`src/rtl/core/gae_pkg.sv`:
```
// Shared types, command codes and the arithmetic sequence for the airspeed estimator.
package gae_pkg;

   typedef struct packed {
      logic        mode;
      logic [15:0] quat_w;
      logic [15:0] quat_x;
      logic [15:0] quat_y;
      logic [15:0] quat_z;
      logic [15:0] vel_north;
      logic [15:0] vel_east;
      logic [15:0] vel_down;
   } req_type;

   typedef struct packed {
      logic        updated;
      logic [15:0] airspeed_cms;
      logic        estimate_valid;
      logic        alarm_level;
   } rsp_type;

   typedef struct packed {
      logic [16:0] filter_alpha;
      logic [14:0] turn_cosine_limit;
      logic [31:0] min_speed_squared;
   } cfg_type;

   localparam logic [16:0] ALPHA_RESET = 17'd6554;
   localparam logic [14:0] LIMIT_RESET = 15'd16322;
   localparam logic [31:0] MINSPD_RESET = 32'd10000;
   localparam logic [16:0] ONE_Q16 = 17'd65536;

   // Register indexes on the configuration port.
   localparam logic [1:0] REG_ALPHA = 2'd0;
   localparam logic [1:0] REG_LIMIT = 2'd1;
   localparam logic [1:0] REG_MINSPD = 2'd2;

   // Multiplier operand pairs.
   localparam logic [4:0] M_WW = 5'd0;
   localparam logic [4:0] M_XX = 5'd1;
   localparam logic [4:0] M_YY = 5'd2;
   localparam logic [4:0] M_ZZ = 5'd3;
   localparam logic [4:0] M_XY = 5'd4;
   localparam logic [4:0] M_WZ = 5'd5;
   localparam logic [4:0] M_XZ = 5'd6;
   localparam logic [4:0] M_WY = 5'd7;
   localparam logic [4:0] M_F0R = 5'd8;
   localparam logic [4:0] M_F1R = 5'd9;
   localparam logic [4:0] M_F2R = 5'd10;
   localparam logic [4:0] M_VN = 5'd11;
   localparam logic [4:0] M_VE = 5'd12;
   localparam logic [4:0] M_VD = 5'd13;
   localparam logic [4:0] M_DV0 = 5'd14;
   localparam logic [4:0] M_DV1 = 5'd15;
   localparam logic [4:0] M_DV2 = 5'd16;
   localparam logic [4:0] M_DF0 = 5'd17;
   localparam logic [4:0] M_DF1 = 5'd18;
   localparam logic [4:0] M_DF2 = 5'd19;
   localparam logic [4:0] M_AR = 5'd20;
   localparam logic [4:0] M_BF = 5'd21;
   localparam logic [4:0] M_IDLE = 5'd31;

   // Accumulator actions on the product of the previous cycle.
   localparam logic [1:0] A_NONE = 2'd0;
   localparam logic [1:0] A_LOAD = 2'd1;
   localparam logic [1:0] A_ADD = 2'd2;
   localparam logic [1:0] A_SUB = 2'd3;

   // Destinations of the accumulator value.
   localparam logic [3:0] ST_NONE = 4'd0;
   localparam logic [3:0] ST_FUS0 = 4'd1;
   localparam logic [3:0] ST_FUS1 = 4'd2;
   localparam logic [3:0] ST_FUS2 = 4'd3;
   localparam logic [3:0] ST_DOT = 4'd4;
   localparam logic [3:0] ST_SPD = 4'd5;
   localparam logic [3:0] ST_DVS = 4'd6;
   localparam logic [3:0] ST_DFS = 4'd7;
   localparam logic [3:0] ST_FILT = 4'd8;

   // Sequencing operations.
   localparam logic [3:0] SQ_NONE = 4'd0;
   localparam logic [3:0] SQ_CAPTURE = 4'd1;
   localparam logic [3:0] SQ_DIV_INIT = 4'd2;
   localparam logic [3:0] SQ_DIV_STEP = 4'd3;
   localparam logic [3:0] SQ_SQRT_INIT = 4'd4;
   localparam logic [3:0] SQ_SQRT_STEP = 4'd5;
   localparam logic [3:0] SQ_CM_LOAD = 4'd6;
   localparam logic [3:0] SQ_CM_NOTURN = 4'd7;
   localparam logic [3:0] SQ_CM_SLOW = 4'd8;
   localparam logic [3:0] SQ_CM_ZERO = 4'd9;
   localparam logic [3:0] SQ_CM_GOOD = 4'd10;

   typedef struct packed {
      logic [4:0] mul_sel;
      logic [1:0] acc_op;
      logic [3:0] store_sel;
      logic [3:0] seq_op;
   } cmd_type;

   typedef struct packed {
      logic mode;
      logic turn_ok;
      logic slow;
      logic df_zero;
   } sts_type;

   localparam logic [4:0] LAST_MAIN_STEP = 5'd22;
   localparam logic [4:0] FIRST_FILT_STEP = 5'd23;
   localparam logic [4:0] LAST_FILT_STEP = 5'd26;
   localparam logic [4:0] LAST_ITER = 5'd30;

   // Multiply-accumulate program. The accumulator acts on the product of the step before.
   function automatic cmd_type ucode(input logic [4:0] step);
      cmd_type c;
      c = '{mul_sel: M_IDLE, acc_op: A_NONE, store_sel: ST_NONE, seq_op: SQ_NONE};
      case (step)
         5'd0: c.mul_sel = M_WW;
         5'd1: begin c.mul_sel = M_XX; c.acc_op = A_LOAD; end
         5'd2: begin c.mul_sel = M_YY; c.acc_op = A_ADD; end
         5'd3: begin c.mul_sel = M_ZZ; c.acc_op = A_SUB; end
         5'd4: begin c.mul_sel = M_XY; c.acc_op = A_SUB; end
         5'd5: begin c.mul_sel = M_WZ; c.acc_op = A_LOAD; c.store_sel = ST_FUS0; end
         5'd6: begin c.mul_sel = M_XZ; c.acc_op = A_ADD; end
         5'd7: begin c.mul_sel = M_WY; c.acc_op = A_LOAD; c.store_sel = ST_FUS1; end
         5'd8: c.acc_op = A_SUB;
         5'd9: begin c.mul_sel = M_F0R; c.store_sel = ST_FUS2; end
         5'd10: begin c.mul_sel = M_F1R; c.acc_op = A_LOAD; end
         5'd11: begin c.mul_sel = M_F2R; c.acc_op = A_ADD; end
         5'd12: begin c.mul_sel = M_VN; c.acc_op = A_ADD; end
         5'd13: begin c.mul_sel = M_VE; c.acc_op = A_LOAD; c.store_sel = ST_DOT; end
         5'd14: begin c.mul_sel = M_VD; c.acc_op = A_ADD; end
         5'd15: begin c.mul_sel = M_DV0; c.acc_op = A_ADD; end
         5'd16: begin c.mul_sel = M_DV1; c.acc_op = A_LOAD; c.store_sel = ST_SPD; end
         5'd17: begin c.mul_sel = M_DV2; c.acc_op = A_ADD; end
         5'd18: begin c.mul_sel = M_DF0; c.acc_op = A_ADD; end
         5'd19: begin c.mul_sel = M_DF1; c.acc_op = A_LOAD; c.store_sel = ST_DVS; end
         5'd20: begin c.mul_sel = M_DF2; c.acc_op = A_ADD; end
         5'd21: c.acc_op = A_ADD;
         5'd22: c.store_sel = ST_DFS;
         5'd23: c.mul_sel = M_AR;
         5'd24: begin c.mul_sel = M_BF; c.acc_op = A_LOAD; end
         5'd25: c.acc_op = A_ADD;
         5'd26: c.store_sel = ST_FILT;
         default: c.mul_sel = M_IDLE;
      endcase
      return c;
   endfunction

endpackage

```
`src/rtl/core/gae_csr.sv`:
```
// Configuration registers behind the APB-style port.
module gae_csr
   import gae_pkg::*;
(
   input  logic        clock,
   input  logic        reset,
   input  logic        csr_psel,
   input  logic        csr_penable,
   input  logic        csr_pwrite,
   input  logic [3:0]  csr_paddr,
   input  logic [31:0] csr_pwdata,
   output logic [31:0] csr_prdata,
   output logic        csr_pready,
   output cfg_type     cfg
);

   cfg_type cfg_ff, cfg_in;
   logic    wr_en;

   assign wr_en = csr_psel && csr_penable && csr_pwrite;
   assign csr_pready = 1'b1;
   assign cfg = cfg_ff;

   always_comb begin
      cfg_in = cfg_ff;
      if (wr_en) begin
         case (csr_paddr[3:2])
            REG_ALPHA: cfg_in.filter_alpha = csr_pwdata[16:0];
            REG_LIMIT: cfg_in.turn_cosine_limit = csr_pwdata[14:0];
            REG_MINSPD: cfg_in.min_speed_squared = csr_pwdata;
            default: cfg_in = cfg_ff;
         endcase
      end
   end

   always_comb begin
      case (csr_paddr[3:2])
         REG_ALPHA: csr_prdata = {15'd0, cfg_ff.filter_alpha};
         REG_LIMIT: csr_prdata = {17'd0, cfg_ff.turn_cosine_limit};
         REG_MINSPD: csr_prdata = cfg_ff.min_speed_squared;
         default: csr_prdata = 32'd0;
      endcase
   end

   always_ff @(posedge clock) begin
      if (reset) begin
         cfg_ff <= '{filter_alpha: ALPHA_RESET, turn_cosine_limit: LIMIT_RESET,
                     min_speed_squared: MINSPD_RESET};
      end else begin
         cfg_ff <= cfg_in;
      end
   end

endmodule

```
`src/rtl/core/gae_ctrl.sv`:
```
// Controller state machine that sequences the estimator datapath.
module gae_ctrl
   import gae_pkg::*;
(
   input  logic    clock,
   input  logic    reset,
   input  logic    req_valid,
   output logic    req_stall,
   output logic    rsp_valid,
   input  logic    rsp_stall,
   input  sts_type sts,
   output cmd_type cmd
);

   localparam logic [2:0] S_IDLE = 3'd0;
   localparam logic [2:0] S_RUN = 3'd1;
   localparam logic [2:0] S_DECIDE = 3'd2;
   localparam logic [2:0] S_DIV = 3'd3;
   localparam logic [2:0] S_SQI = 3'd4;
   localparam logic [2:0] S_SQRT = 3'd5;
   localparam logic [2:0] S_FILT = 3'd6;
   localparam logic [2:0] S_DONE = 3'd7;

   logic [2:0] state_ff, state_in;
   logic [4:0] cnt_ff, cnt_in;
   logic       rsp_valid_ff, rsp_valid_in;
   logic       good;
   logic       out_free;

   assign req_stall = (state_ff != S_IDLE);
   assign rsp_valid = rsp_valid_ff;
   assign good = sts.mode && sts.turn_ok && !sts.slow && !sts.df_zero;
   assign out_free = !(rsp_valid_ff && rsp_stall);

   always_comb begin
      state_in = state_ff;
      cnt_in = cnt_ff;
      rsp_valid_in = rsp_valid_ff && rsp_stall;
      cmd = ucode(cnt_ff);
      case (state_ff)
         S_IDLE: begin
            cmd = '{mul_sel: M_IDLE, acc_op: A_NONE, store_sel: ST_NONE, seq_op: SQ_NONE};
            if (req_valid) begin
               cmd.seq_op = SQ_CAPTURE;
               cnt_in = 5'd0;
               state_in = S_RUN;
            end
         end
         S_RUN: begin
            cnt_in = cnt_ff + 5'd1;
            if (cnt_ff == LAST_MAIN_STEP) begin
               state_in = S_DECIDE;
            end
         end
         S_DECIDE: begin
            cmd = '{mul_sel: M_IDLE, acc_op: A_NONE, store_sel: ST_NONE, seq_op: SQ_NONE};
            cnt_in = 5'd0;
            if (good) begin
               cmd.seq_op = SQ_DIV_INIT;
               state_in = S_DIV;
            end else begin
               state_in = S_DONE;
            end
         end
         S_DIV: begin
            cmd = '{mul_sel: M_IDLE, acc_op: A_NONE, store_sel: ST_NONE, seq_op: SQ_DIV_STEP};
            cnt_in = cnt_ff + 5'd1;
            if (cnt_ff == LAST_ITER) begin
               state_in = S_SQI;
            end
         end
         S_SQI: begin
            cmd = '{mul_sel: M_IDLE, acc_op: A_NONE, store_sel: ST_NONE,
                    seq_op: SQ_SQRT_INIT};
            cnt_in = 5'd0;
            state_in = S_SQRT;
         end
         S_SQRT: begin
            cmd = '{mul_sel: M_IDLE, acc_op: A_NONE, store_sel: ST_NONE,
                    seq_op: SQ_SQRT_STEP};
            cnt_in = cnt_ff + 5'd1;
            if (cnt_ff == LAST_ITER) begin
               cnt_in = FIRST_FILT_STEP;
               state_in = S_FILT;
            end
         end
         S_FILT: begin
            cnt_in = cnt_ff + 5'd1;
            if (cnt_ff == LAST_FILT_STEP) begin
               state_in = S_DONE;
            end
         end
         S_DONE: begin
            cmd = '{mul_sel: M_IDLE, acc_op: A_NONE, store_sel: ST_NONE, seq_op: SQ_NONE};
            if (out_free) begin
               if (!sts.mode) begin
                  cmd.seq_op = SQ_CM_LOAD;
               end else if (!sts.turn_ok) begin
                  cmd.seq_op = SQ_CM_NOTURN;
               end else if (sts.slow) begin
                  cmd.seq_op = SQ_CM_SLOW;
               end else if (sts.df_zero) begin
                  cmd.seq_op = SQ_CM_ZERO;
               end else begin
                  cmd.seq_op = SQ_CM_GOOD;
               end
               rsp_valid_in = 1'b1;
               state_in = S_IDLE;
            end
         end
         default: state_in = S_IDLE;
      endcase
   end

   always_ff @(posedge clock) begin
      if (reset) begin
         state_ff <= S_IDLE;
         cnt_ff <= 5'd0;
         rsp_valid_ff <= 1'b0;
      end else begin
         state_ff <= state_in;
         cnt_ff <= cnt_in;
         rsp_valid_ff <= rsp_valid_in;
      end
   end

endmodule

```
`src/rtl/core/gae_datapath.sv`:
```
// Datapath: shared multiplier and accumulator, radix-4 divider, square root and state.
module gae_datapath
   import gae_pkg::*;
(
   input  logic    clock,
   input  logic    reset,
   input  req_type req_data,
   input  cfg_type cfg,
   input  cmd_type cmd,
   output sts_type sts,
   output rsp_type rsp_data
);

   req_type            item_ff;
   logic signed [15:0] fus_ff [3];
   logic signed [15:0] ref_fus_ff [3];
   logic signed [15:0] ref_vel_ff [3];
   logic [15:0]        filt_ff;
   logic signed [35:0] prod_ff;
   logic signed [39:0] acc_ff, acc_in;
   logic [33:0]        dv2_ff;
   logic [33:0]        df2_ff;
   logic               turn_ok_ff, slow_ff, df_zero_ff;
   logic [61:0]        nq_ff, nq_in;
   logic [33:0]        rem_ff, rem_in;
   logic [61:0]        sx_ff, sx_in;
   logic [61:0]        sres_ff, sres_in;
   logic [61:0]        sbit_ff, sbit_in;
   rsp_type            rsp_ff;

   logic signed [15:0] vel [3];
   logic signed [17:0] op_a, op_b;
   logic signed [17:0] dv [3];
   logic signed [17:0] df [3];
   logic [16:0]        alpha_eff;
   logic [15:0]        raw;
   logic [15:0]        fus_round;
   logic [15:0]        filt_new;
   logic               turn_ok_new;
   logic               slow_new;

   assign vel[0] = item_ff.vel_north;
   assign vel[1] = item_ff.vel_east;
   assign vel[2] = item_ff.vel_down;
   assign alpha_eff = (cfg.filter_alpha > ONE_Q16) ? ONE_Q16 : cfg.filter_alpha;
   assign raw = (sres_ff > 62'd65535) ? 16'hFFFF : sres_ff[15:0];
   assign sts = '{mode: item_ff.mode, turn_ok: turn_ok_ff, slow: slow_ff, df_zero: df_zero_ff};
   assign rsp_data = rsp_ff;

   always_comb begin
      for (int i = 0; i < 3; i++) begin
         dv[i] = 18'(vel[i]) - 18'(ref_vel_ff[i]);
         df[i] = 18'(fus_ff[i]) - 18'(ref_fus_ff[i]);
      end
   end

   always_comb begin
      op_a = '0;
      op_b = '0;
      case (cmd.mul_sel)
         M_WW: begin op_a = 18'(signed'(item_ff.quat_w)); op_b = op_a; end
         M_XX: begin op_a = 18'(signed'(item_ff.quat_x)); op_b = op_a; end
         M_YY: begin op_a = 18'(signed'(item_ff.quat_y)); op_b = op_a; end
         M_ZZ: begin op_a = 18'(signed'(item_ff.quat_z)); op_b = op_a; end
         M_XY: begin
            op_a = 18'(signed'(item_ff.quat_x));
            op_b = 18'(signed'(item_ff.quat_y));
         end
         M_WZ: begin
            op_a = 18'(signed'(item_ff.quat_w));
            op_b = 18'(signed'(item_ff.quat_z));
         end
         M_XZ: begin
            op_a = 18'(signed'(item_ff.quat_x));
            op_b = 18'(signed'(item_ff.quat_z));
         end
         M_WY: begin
            op_a = 18'(signed'(item_ff.quat_w));
            op_b = 18'(signed'(item_ff.quat_y));
         end
         M_F0R: begin op_a = 18'(fus_ff[0]); op_b = 18'(ref_fus_ff[0]); end
         M_F1R: begin op_a = 18'(fus_ff[1]); op_b = 18'(ref_fus_ff[1]); end
         M_F2R: begin op_a = 18'(fus_ff[2]); op_b = 18'(ref_fus_ff[2]); end
         M_VN: begin op_a = 18'(vel[0]); op_b = op_a; end
         M_VE: begin op_a = 18'(vel[1]); op_b = op_a; end
         M_VD: begin op_a = 18'(vel[2]); op_b = op_a; end
         M_DV0: begin op_a = dv[0]; op_b = dv[0]; end
         M_DV1: begin op_a = dv[1]; op_b = dv[1]; end
         M_DV2: begin op_a = dv[2]; op_b = dv[2]; end
         M_DF0: begin op_a = df[0]; op_b = df[0]; end
         M_DF1: begin op_a = df[1]; op_b = df[1]; end
         M_DF2: begin op_a = df[2]; op_b = df[2]; end
         M_AR: begin
            op_a = signed'({1'b0, alpha_eff});
            op_b = signed'({2'b00, raw});
         end
         M_BF: begin
            op_a = signed'({1'b0, ONE_Q16 - alpha_eff});
            op_b = signed'({2'b00, filt_ff});
         end
         default: op_a = '0;
      endcase
   end

   always_comb begin
      case (cmd.acc_op)
         A_LOAD: acc_in = 40'(prod_ff);
         A_ADD: acc_in = acc_ff + 40'(prod_ff);
         A_SUB: acc_in = acc_ff - 40'(prod_ff);
         default: acc_in = acc_ff;
      endcase
   end

   // Q2.28 to Q1.14 with round half up and saturation; the cross terms count double.
   always_comb begin
      logic signed [41:0] v;
      logic signed [41:0] r;
      v = (cmd.store_sel == ST_FUS0) ? 42'(acc_ff) : (42'(acc_ff) <<< 1);
      r = (v + 42'sd8192) >>> 14;
      if (r > 42'sd32767) begin
         fus_round = 16'h7FFF;
      end else if (r < -42'sd32768) begin
         fus_round = 16'h8000;
      end else begin
         fus_round = r[15:0];
      end
   end

   always_comb begin
      logic [39:0] mag;
      mag = acc_ff[39] ? 40'(-acc_ff) : 40'(acc_ff);
      turn_ok_new = mag < {11'd0, cfg.turn_cosine_limit, 14'd0};
      slow_new = 40'(acc_ff) < {8'd0, cfg.min_speed_squared};
   end

   always_comb begin
      logic [39:0] s;
      s = 40'(acc_ff) + 40'd32768;
      filt_new = s[31:16];
   end

   // Two restoring division steps per cycle.
   always_comb begin
      logic [34:0] r1, r2;
      logic        g1, g2;
      r1 = {rem_ff, nq_ff[61]};
      g1 = r1 >= {1'b0, df2_ff};
      if (g1) r1 = r1 - {1'b0, df2_ff};
      r2 = {r1[33:0], nq_ff[60]};
      g2 = r2 >= {1'b0, df2_ff};
      if (g2) r2 = r2 - {1'b0, df2_ff};
      nq_in = {nq_ff[59:0], g1, g2};
      rem_in = r2[33:0];
   end

   always_comb begin
      logic [61:0] t;
      t = sres_ff + sbit_ff;
      sx_in = sx_ff;
      if (sx_ff >= t) begin
         sx_in = sx_ff - t;
         sres_in = (sres_ff >> 1) + sbit_ff;
      end else begin
         sres_in = sres_ff >> 1;
      end
      sbit_in = sbit_ff >> 2;
   end

   always_ff @(posedge clock) begin
      prod_ff <= op_a * op_b;
      acc_ff <= acc_in;
      if (cmd.seq_op == SQ_CAPTURE) begin
         item_ff <= req_data;
      end
      case (cmd.store_sel)
         ST_FUS0: fus_ff[0] <= fus_round;
         ST_FUS1: fus_ff[1] <= fus_round;
         ST_FUS2: fus_ff[2] <= fus_round;
         ST_DVS: dv2_ff <= acc_ff[33:0];
         ST_DFS: df2_ff <= acc_ff[33:0];
         default: dv2_ff <= dv2_ff;
      endcase
      case (cmd.seq_op)
         SQ_DIV_INIT: begin
            nq_ff <= {dv2_ff, 28'd0};
            rem_ff <= '0;
         end
         SQ_DIV_STEP: begin
            nq_ff <= nq_in;
            rem_ff <= rem_in;
         end
         SQ_SQRT_INIT: begin
            sx_ff <= nq_ff;
            sres_ff <= '0;
            sbit_ff <= 62'd1 << 60;
         end
         SQ_SQRT_STEP: begin
            sx_ff <= sx_in;
            sres_ff <= sres_in;
            sbit_ff <= sbit_in;
         end
         SQ_CM_LOAD, SQ_CM_NOTURN: rsp_ff <= '0;
         SQ_CM_SLOW, SQ_CM_ZERO: rsp_ff <= '{updated: 1'b1, airspeed_cms: 16'd0,
                                            estimate_valid: 1'b0, alarm_level: 1'b1};
         SQ_CM_GOOD: rsp_ff <= '{updated: 1'b1, airspeed_cms: filt_ff,
                                 estimate_valid: 1'b1, alarm_level: 1'b0};
         default: rsp_ff <= rsp_ff;
      endcase
   end

   always_ff @(posedge clock) begin
      if (reset) begin
         for (int i = 0; i < 3; i++) begin
            ref_fus_ff[i] <= '0;
            ref_vel_ff[i] <= '0;
         end
         filt_ff <= '0;
         turn_ok_ff <= 1'b0;
         slow_ff <= 1'b0;
         df_zero_ff <= 1'b0;
      end else begin
         if (cmd.store_sel == ST_DOT) turn_ok_ff <= turn_ok_new;
         if (cmd.store_sel == ST_SPD) slow_ff <= slow_new;
         if (cmd.store_sel == ST_DFS) df_zero_ff <= (acc_ff == 40'sd0);
         if (cmd.store_sel == ST_FILT) filt_ff <= filt_new;
         if (cmd.seq_op == SQ_CM_LOAD) filt_ff <= '0;
         if (cmd.seq_op == SQ_CM_LOAD || cmd.seq_op == SQ_CM_ZERO ||
             cmd.seq_op == SQ_CM_GOOD) begin
            for (int i = 0; i < 3; i++) begin
               ref_fus_ff[i] <= fus_ff[i];
               ref_vel_ff[i] <= vel[i];
            end
         end
      end
   end

endmodule

```
`src/rtl/core/gps_airspeed_estimator.sv`:
```
// Top level of the GPS wind-triangle airspeed estimator.
//
// Requests carry an attitude quaternion, a NED ground velocity and a mode bit on
// req_data under req_valid / req_stall; each request yields exactly one response
// on rsp_data under rsp_valid / rsp_stall. Mode 0 loads the reference attitude and
// velocity and clears the filter; mode 1 attempts an airspeed update.
// One request is worked at a time; req_stall is high while it is in flight.
// The shared multiply-accumulate program runs first and one more state picks
// the case, so a request that ends without an estimate (load, too little turn,
// slow, zero divisor) then raises rsp_valid. A full update adds radix-4
// division, square root and filtering before the response. The next request
// can be accepted in the same cycle as the response is issued.
// The response sits in an output register; a stalled response holds its value and
// the next request is still accepted, but its response waits until the first is
// taken. Reset clears the references, the filter and the registers to defaults.
// Registers: filter_alpha at 0x0, turn_cosine_limit at 0x4, min_speed_squared at
// 0x8; write them only while no request is in flight.
module gps_airspeed_estimator
   import gae_pkg::*;
(
   input  logic        clock,
   input  logic        reset,
   input  logic        req_valid,
   output logic        req_stall,
   input  req_type     req_data,
   output logic        rsp_valid,
   input  logic        rsp_stall,
   output rsp_type     rsp_data,
   input  logic        csr_psel,
   input  logic        csr_penable,
   input  logic        csr_pwrite,
   input  logic [3:0]  csr_paddr,
   input  logic [31:0] csr_pwdata,
   output logic [31:0] csr_prdata,
   output logic        csr_pready
);

   cfg_type cfg;
   cmd_type cmd;
   sts_type sts;

   gae_csr u_csr (
      .clock(clock), .reset(reset),
      .csr_psel(csr_psel), .csr_penable(csr_penable), .csr_pwrite(csr_pwrite),
      .csr_paddr(csr_paddr), .csr_pwdata(csr_pwdata), .csr_prdata(csr_prdata),
      .csr_pready(csr_pready), .cfg(cfg)
   );

   gae_ctrl u_ctrl (
      .clock(clock), .reset(reset),
      .req_valid(req_valid), .req_stall(req_stall),
      .rsp_valid(rsp_valid), .rsp_stall(rsp_stall),
      .sts(sts), .cmd(cmd)
   );

   gae_datapath u_dp (
      .clock(clock), .reset(reset),
      .req_data(req_data), .cfg(cfg), .cmd(cmd),
      .sts(sts), .rsp_data(rsp_data)
   );

   a_busy_after_accept: assert property (@(posedge clock) disable iff (reset)
      req_valid && !req_stall |=> req_stall)
      else $error("request accepted while not busy afterwards");

   a_valid_not_alarm: assert property (@(posedge clock) disable iff (reset)
      rsp_valid |-> !(rsp_data.estimate_valid && rsp_data.alarm_level))
      else $error("response both valid and in alarm");

   a_not_updated_clear: assert property (@(posedge clock) disable iff (reset)
      rsp_valid && !rsp_data.updated |->
         rsp_data.airspeed_cms == 16'd0 && !rsp_data.estimate_valid && !rsp_data.alarm_level)
      else $error("response without update carries data");

endmodule
```
`config.mk`:
```
export PLATFORM = sky130hd
export DESIGN_NAME = gps_airspeed_estimator
export DESIGN_NICKNAME = d
export VERILOG_FILES = /design/src/rtl/core/gae_pkg.sv /design/src/rtl/core/gae_csr.sv /design/src/rtl/core/gae_ctrl.sv /design/src/rtl/core/gae_datapath.sv /design/src/rtl/core/gps_airspeed_estimator.sv
export SDC_FILE = /design/constraint.sdc
export NUM_CORES = 2
export LEC_CHECK = 0
export ABC_AREA = 1
export BUFFER_PORTS_ARGS = -buffer_cell sky130_fd_sc_hd__buf_2
export CORE_ASPECT_RATIO = 1.1
export CORE_MARGIN = 8
export CORE_UTILIZATION = 25
export CTS_BUF_LIST = sky130_fd_sc_hd__clkbuf_8
export DETAILED_ROUTE_END_ITERATION = 7
export GPL_TIMING_DRIVEN = 0
export PLACE_DENSITY_LB_ADDON = 0.05
export SLEW_MARGIN = 20
export SYNTH_ARGS = -nofsm -noshare
export SYNTH_HDL_FRONTEND = slang
export SYNTH_SLANG_ARGS = --single-unit
```
`constraint.sdc`:
```
create_clock -name clock -period 13.3 [get_ports clock]
set_input_delay 0.665 -clock clock [delete_from_list [all_inputs] [get_ports clock]]
set_output_delay 0.665 -clock clock [all_outputs]
set_load 0.02 [all_outputs]
```
==> flow_summary_export.csv <==
group,metric,value,unit
status,status,"finished, final reports clean",
synthesis,syn_inst,9206,
worst_hold_path,hold_path.class,"primary input to flop",
final_layout,nets,10708,
route,drt_iter0_markers,4577,
route,via_per_inst,4.70,
floorplanning,start_util,25.2,%
place,dp_hpwl,266000,um
route,firstDrtPassIters,7,
synthesis,muxShareOfSynthArea,0.0161,%
global_routing,gr-usage-all-layers,20.9,%
global_routing,antenna_found_initial,30,
sta,slew_viol_final,0,
setup_path,r2r_end,"u_dp.prod_ff[29]",
cts,clock-sinks,763,
synthesis,synth_commonest_cells,"nand2_1, inv_1, nor2_1, edfxtp_1, o21ai_0",
synthesis,synthAdderAreaFrac,18.3,%
synthesis,synth_fp_nets,10181,
sta,post-route-period-util,86.5,%
floorplanning,fp-row-count,203,
setup_path,rr_worst_depth,29,
worst_hold_path,hold_start,"csr_pwdata[0]",
setup_path,rrSetupSlack,1.79,ns
setup_path,cp_max_fo,10,
setup_path,path_common_cell,"fa_1",
sta,fin_skew,0.128,ns
route,wirelength,321000,um
final_layout,final_layout_size_suffix_gt1_share,7.83,%
synthesis,synth_edf_count,635,
synthesis,syn_area_per_cell,7.60,sq um
setup_path,path_buf_inv,5,
run,drv_cap,0,
sta,rsz0062_at_grt,"false",
route,drcViolationCount,0,
final_layout,fillCellCount,30456,
synthesis,synth_compound_area_share,12.9,%
synthesis,synthSimpleGateAreaFrac,22.8,%
cts,numCtsBuffers,169,
cts,post_cts_buffers,0,
cts,cts-root-buf,"clkbuf_8",
setup_path,crit_end,"u_dp.prod_ff[29]",
synthesis,yosys-top-cells-area,"edfxtp_1, nand2_1, fa_1",
sta,period_minus_slack,11.51,ns
cts,clk_path_buf_depth,4,
synthesis,yosysMostFrequentCell,"nand2_1",
setup_path,crit_arrival,12.29,ns
cts,clkTransAtPathRegs,0.06,ns
floorplanning,die_w,520,um
synthesis,yosys.area.top_type,"edfxtp_1",
cts,cts_resized,0,
setup_path,crit_family,"adder cells",
synthesis,yosys_most_used_dff,"edfxtp_1",
route,final_antenna_net_count,0,
global_routing,grt_pass1_vias,64356,
synthesis,netlist_area,70000,sq um
floorplanning,ios,210,
setup_path,crit_start,"u_dp.sres_ff[26]",
setup_path,cp.required,14.08,ns
synthesis,synth_seq_area_share,30.9,%
cts,cts_tree,"built",
setup_path,cp-start-kind,"flop",
setup_path,endpoint_kind,"flop",
floorplanning,die_h,571,um
final_layout,syn_to_final_growth,15.7,%
global_routing,grt_overflow,0,
global_routing,grt_max_degree,42,
sta,finalSetupTns,0,ns
sta,max_freq,86.9,MHz
setup_path,worst-path-stages,29,
synthesis,synthArstFlopShare,0,%
sta,worstMarginPinSlew,1.20,ns
route,vias,63779,
sta,setup_violations,0,
sta,hold_viol,0,
place,placed_area,76400,sq um
cts,htree_levels,4,
cts,hold_buffers,121,
floorplanning,die_area,297000,sq um
synthesis,yosysWarnings,0,
sta,slew_headroom,20.1,%
synthesis,yosys.area_share.xor_xnor,4.69,%
setup_path,slowest_stage,"nor4_1",
place,io_buffers,206,
setup_path,reg2reg_from,"u_dp.sres_ff[26]",
synthesis,synth_top_family_by_area,"simple AND/OR/NAND/NOR gates",
final_layout,fin_area,80900,sq um
synthesis,ys_seq_elements,763,
setup_path,max_stage_delay,0.76,ns
synthesis,yosysUniqueCellTypes,74,
route,avgRoutedWirePerCell,23.7,um
place,place_congestion,0.925,
floorplanning,core_area,278000,sq um
global_routing,grt_pass1_wl,458000,um
synthesis,synth_top_area_share,27.3,%
cts,clock_latency,0.98,ns
setup_path,critical_path_class,"flop to flop",
[stage by stage]
step	worst slack [ns]	hold slack [ns]	util [%]	cells
global route	1.01	0.0402	29.1	13558
CTS	1.81	0.00186	29.1	13551
finish	1.79	0.0779	29.1	13564
global placement	-3.96	0.471	27.2	13102
detailed placement	1.87	0.483	27.5	13131
floorplan	2.84	0.444	-	9206
[worst reg2reg max path: cells and delay by family, from the launching register on]
family	cells	cell delay [ns]
adder cells (fa/ha/maj)	7	3.22
AND/OR/NAND/NOR	8	3.19
flip-flops	1	0.52
XOR/XNOR	1	0.38
AO/OA/AOI/OAI	8	3.04
buffers and inverters	5	0.98
[state kept, by name, summed over array words and instances (netlist names), 31 cells and up]
name,flops
u_dp.ref_fus_ff,48
u_dp.item_ff,112
u_dp.df2_ff,34
u_dp.sx_ff,62
u_dp.acc_ff,40
u_dp.sbit_ff,31
u_dp.dv2_ff,34
u_dp.nq_ff,62
u_dp.fus_ff,48
u_dp.sres_ff,62
u_dp.prod_ff,36
u_dp.rem_ff,34
u_csr.cfg,64
u_dp.ref_vel_ff,48
[per-layer routing]
| layer | wire (um) | track usage (%) |
|---|---|---|
| met1 | 143000 | 27.4 |
| met2 | 155000 | 36.2 |
| met3 | 13500 | 2.35 |
| met4 | 10100 | 6.34 |
| met5 | 23 | 0 |
[logic make-up after synthesis]
logic type,count (synthesis)
compound gates,1611
mux,1
fa+ha+maj,819
xor+xnor,375
simple gates,3768
flops,763
buf+inv,1868
other cells,1
[worst min-delay path by stage]
| stage | depth (start not counted) | slack [ns] | end |
|---|---|---|---|
| 6_report | 3 | 0.08 | u_csr.cfg[47] |
| 5_1_grt | 3 | 0.04 | u_csr.cfg[27] |
| 4_1_cts | 3 | 0.002 | u_csr.cfg[27] |
| 3_5_place_dp | 2 | 0.48 | u_csr.cfg[0] |
| 3_3_place_gp | 2 | 0.47 | u_csr.cfg[0] |
| 2_1_floorplan | 2 | 0.44 | u_dp.filt_ff[11] |
[area by class of cell]
class / instances / area, sq um / share of cell area, %
multi-input combinational: 6575 / 41100 / 50.8
timing repair buffer: 356 / 2880 / 3.55
inverter: 1666 / 6260 / 7.74
tap: 3690 / 4620 / 5.70
sequential: 763 / 21600 / 26.7
clock inverter: 119 / 873 / 1.08
buffer: 202 / 1060 / 1.31
clock buffer: 180 / 2480 / 3.06
antenna: 13 / 32.5 / 0.0402
[cells in the final DEF, fill, tap and decap left out, drive strengths merged, types with 67 or more instances in the layout]
master	count
a21oi	557
a31oi	77
buf	326
clkbuf	291
clkinv	67
dfxtp	128
dlygate4sd3	121
edfxtp	635
fa	340
ha	479
inv	1699
nand2	2092
nand3	330
nand4	84
nor2	1014
nor3	109
o21ai	669
xnor2	139
xor2	236
Power is left out: the tool's default activity adds up to more than one toggle a clock period on the data nets, which glitch-free logic cannot reach.
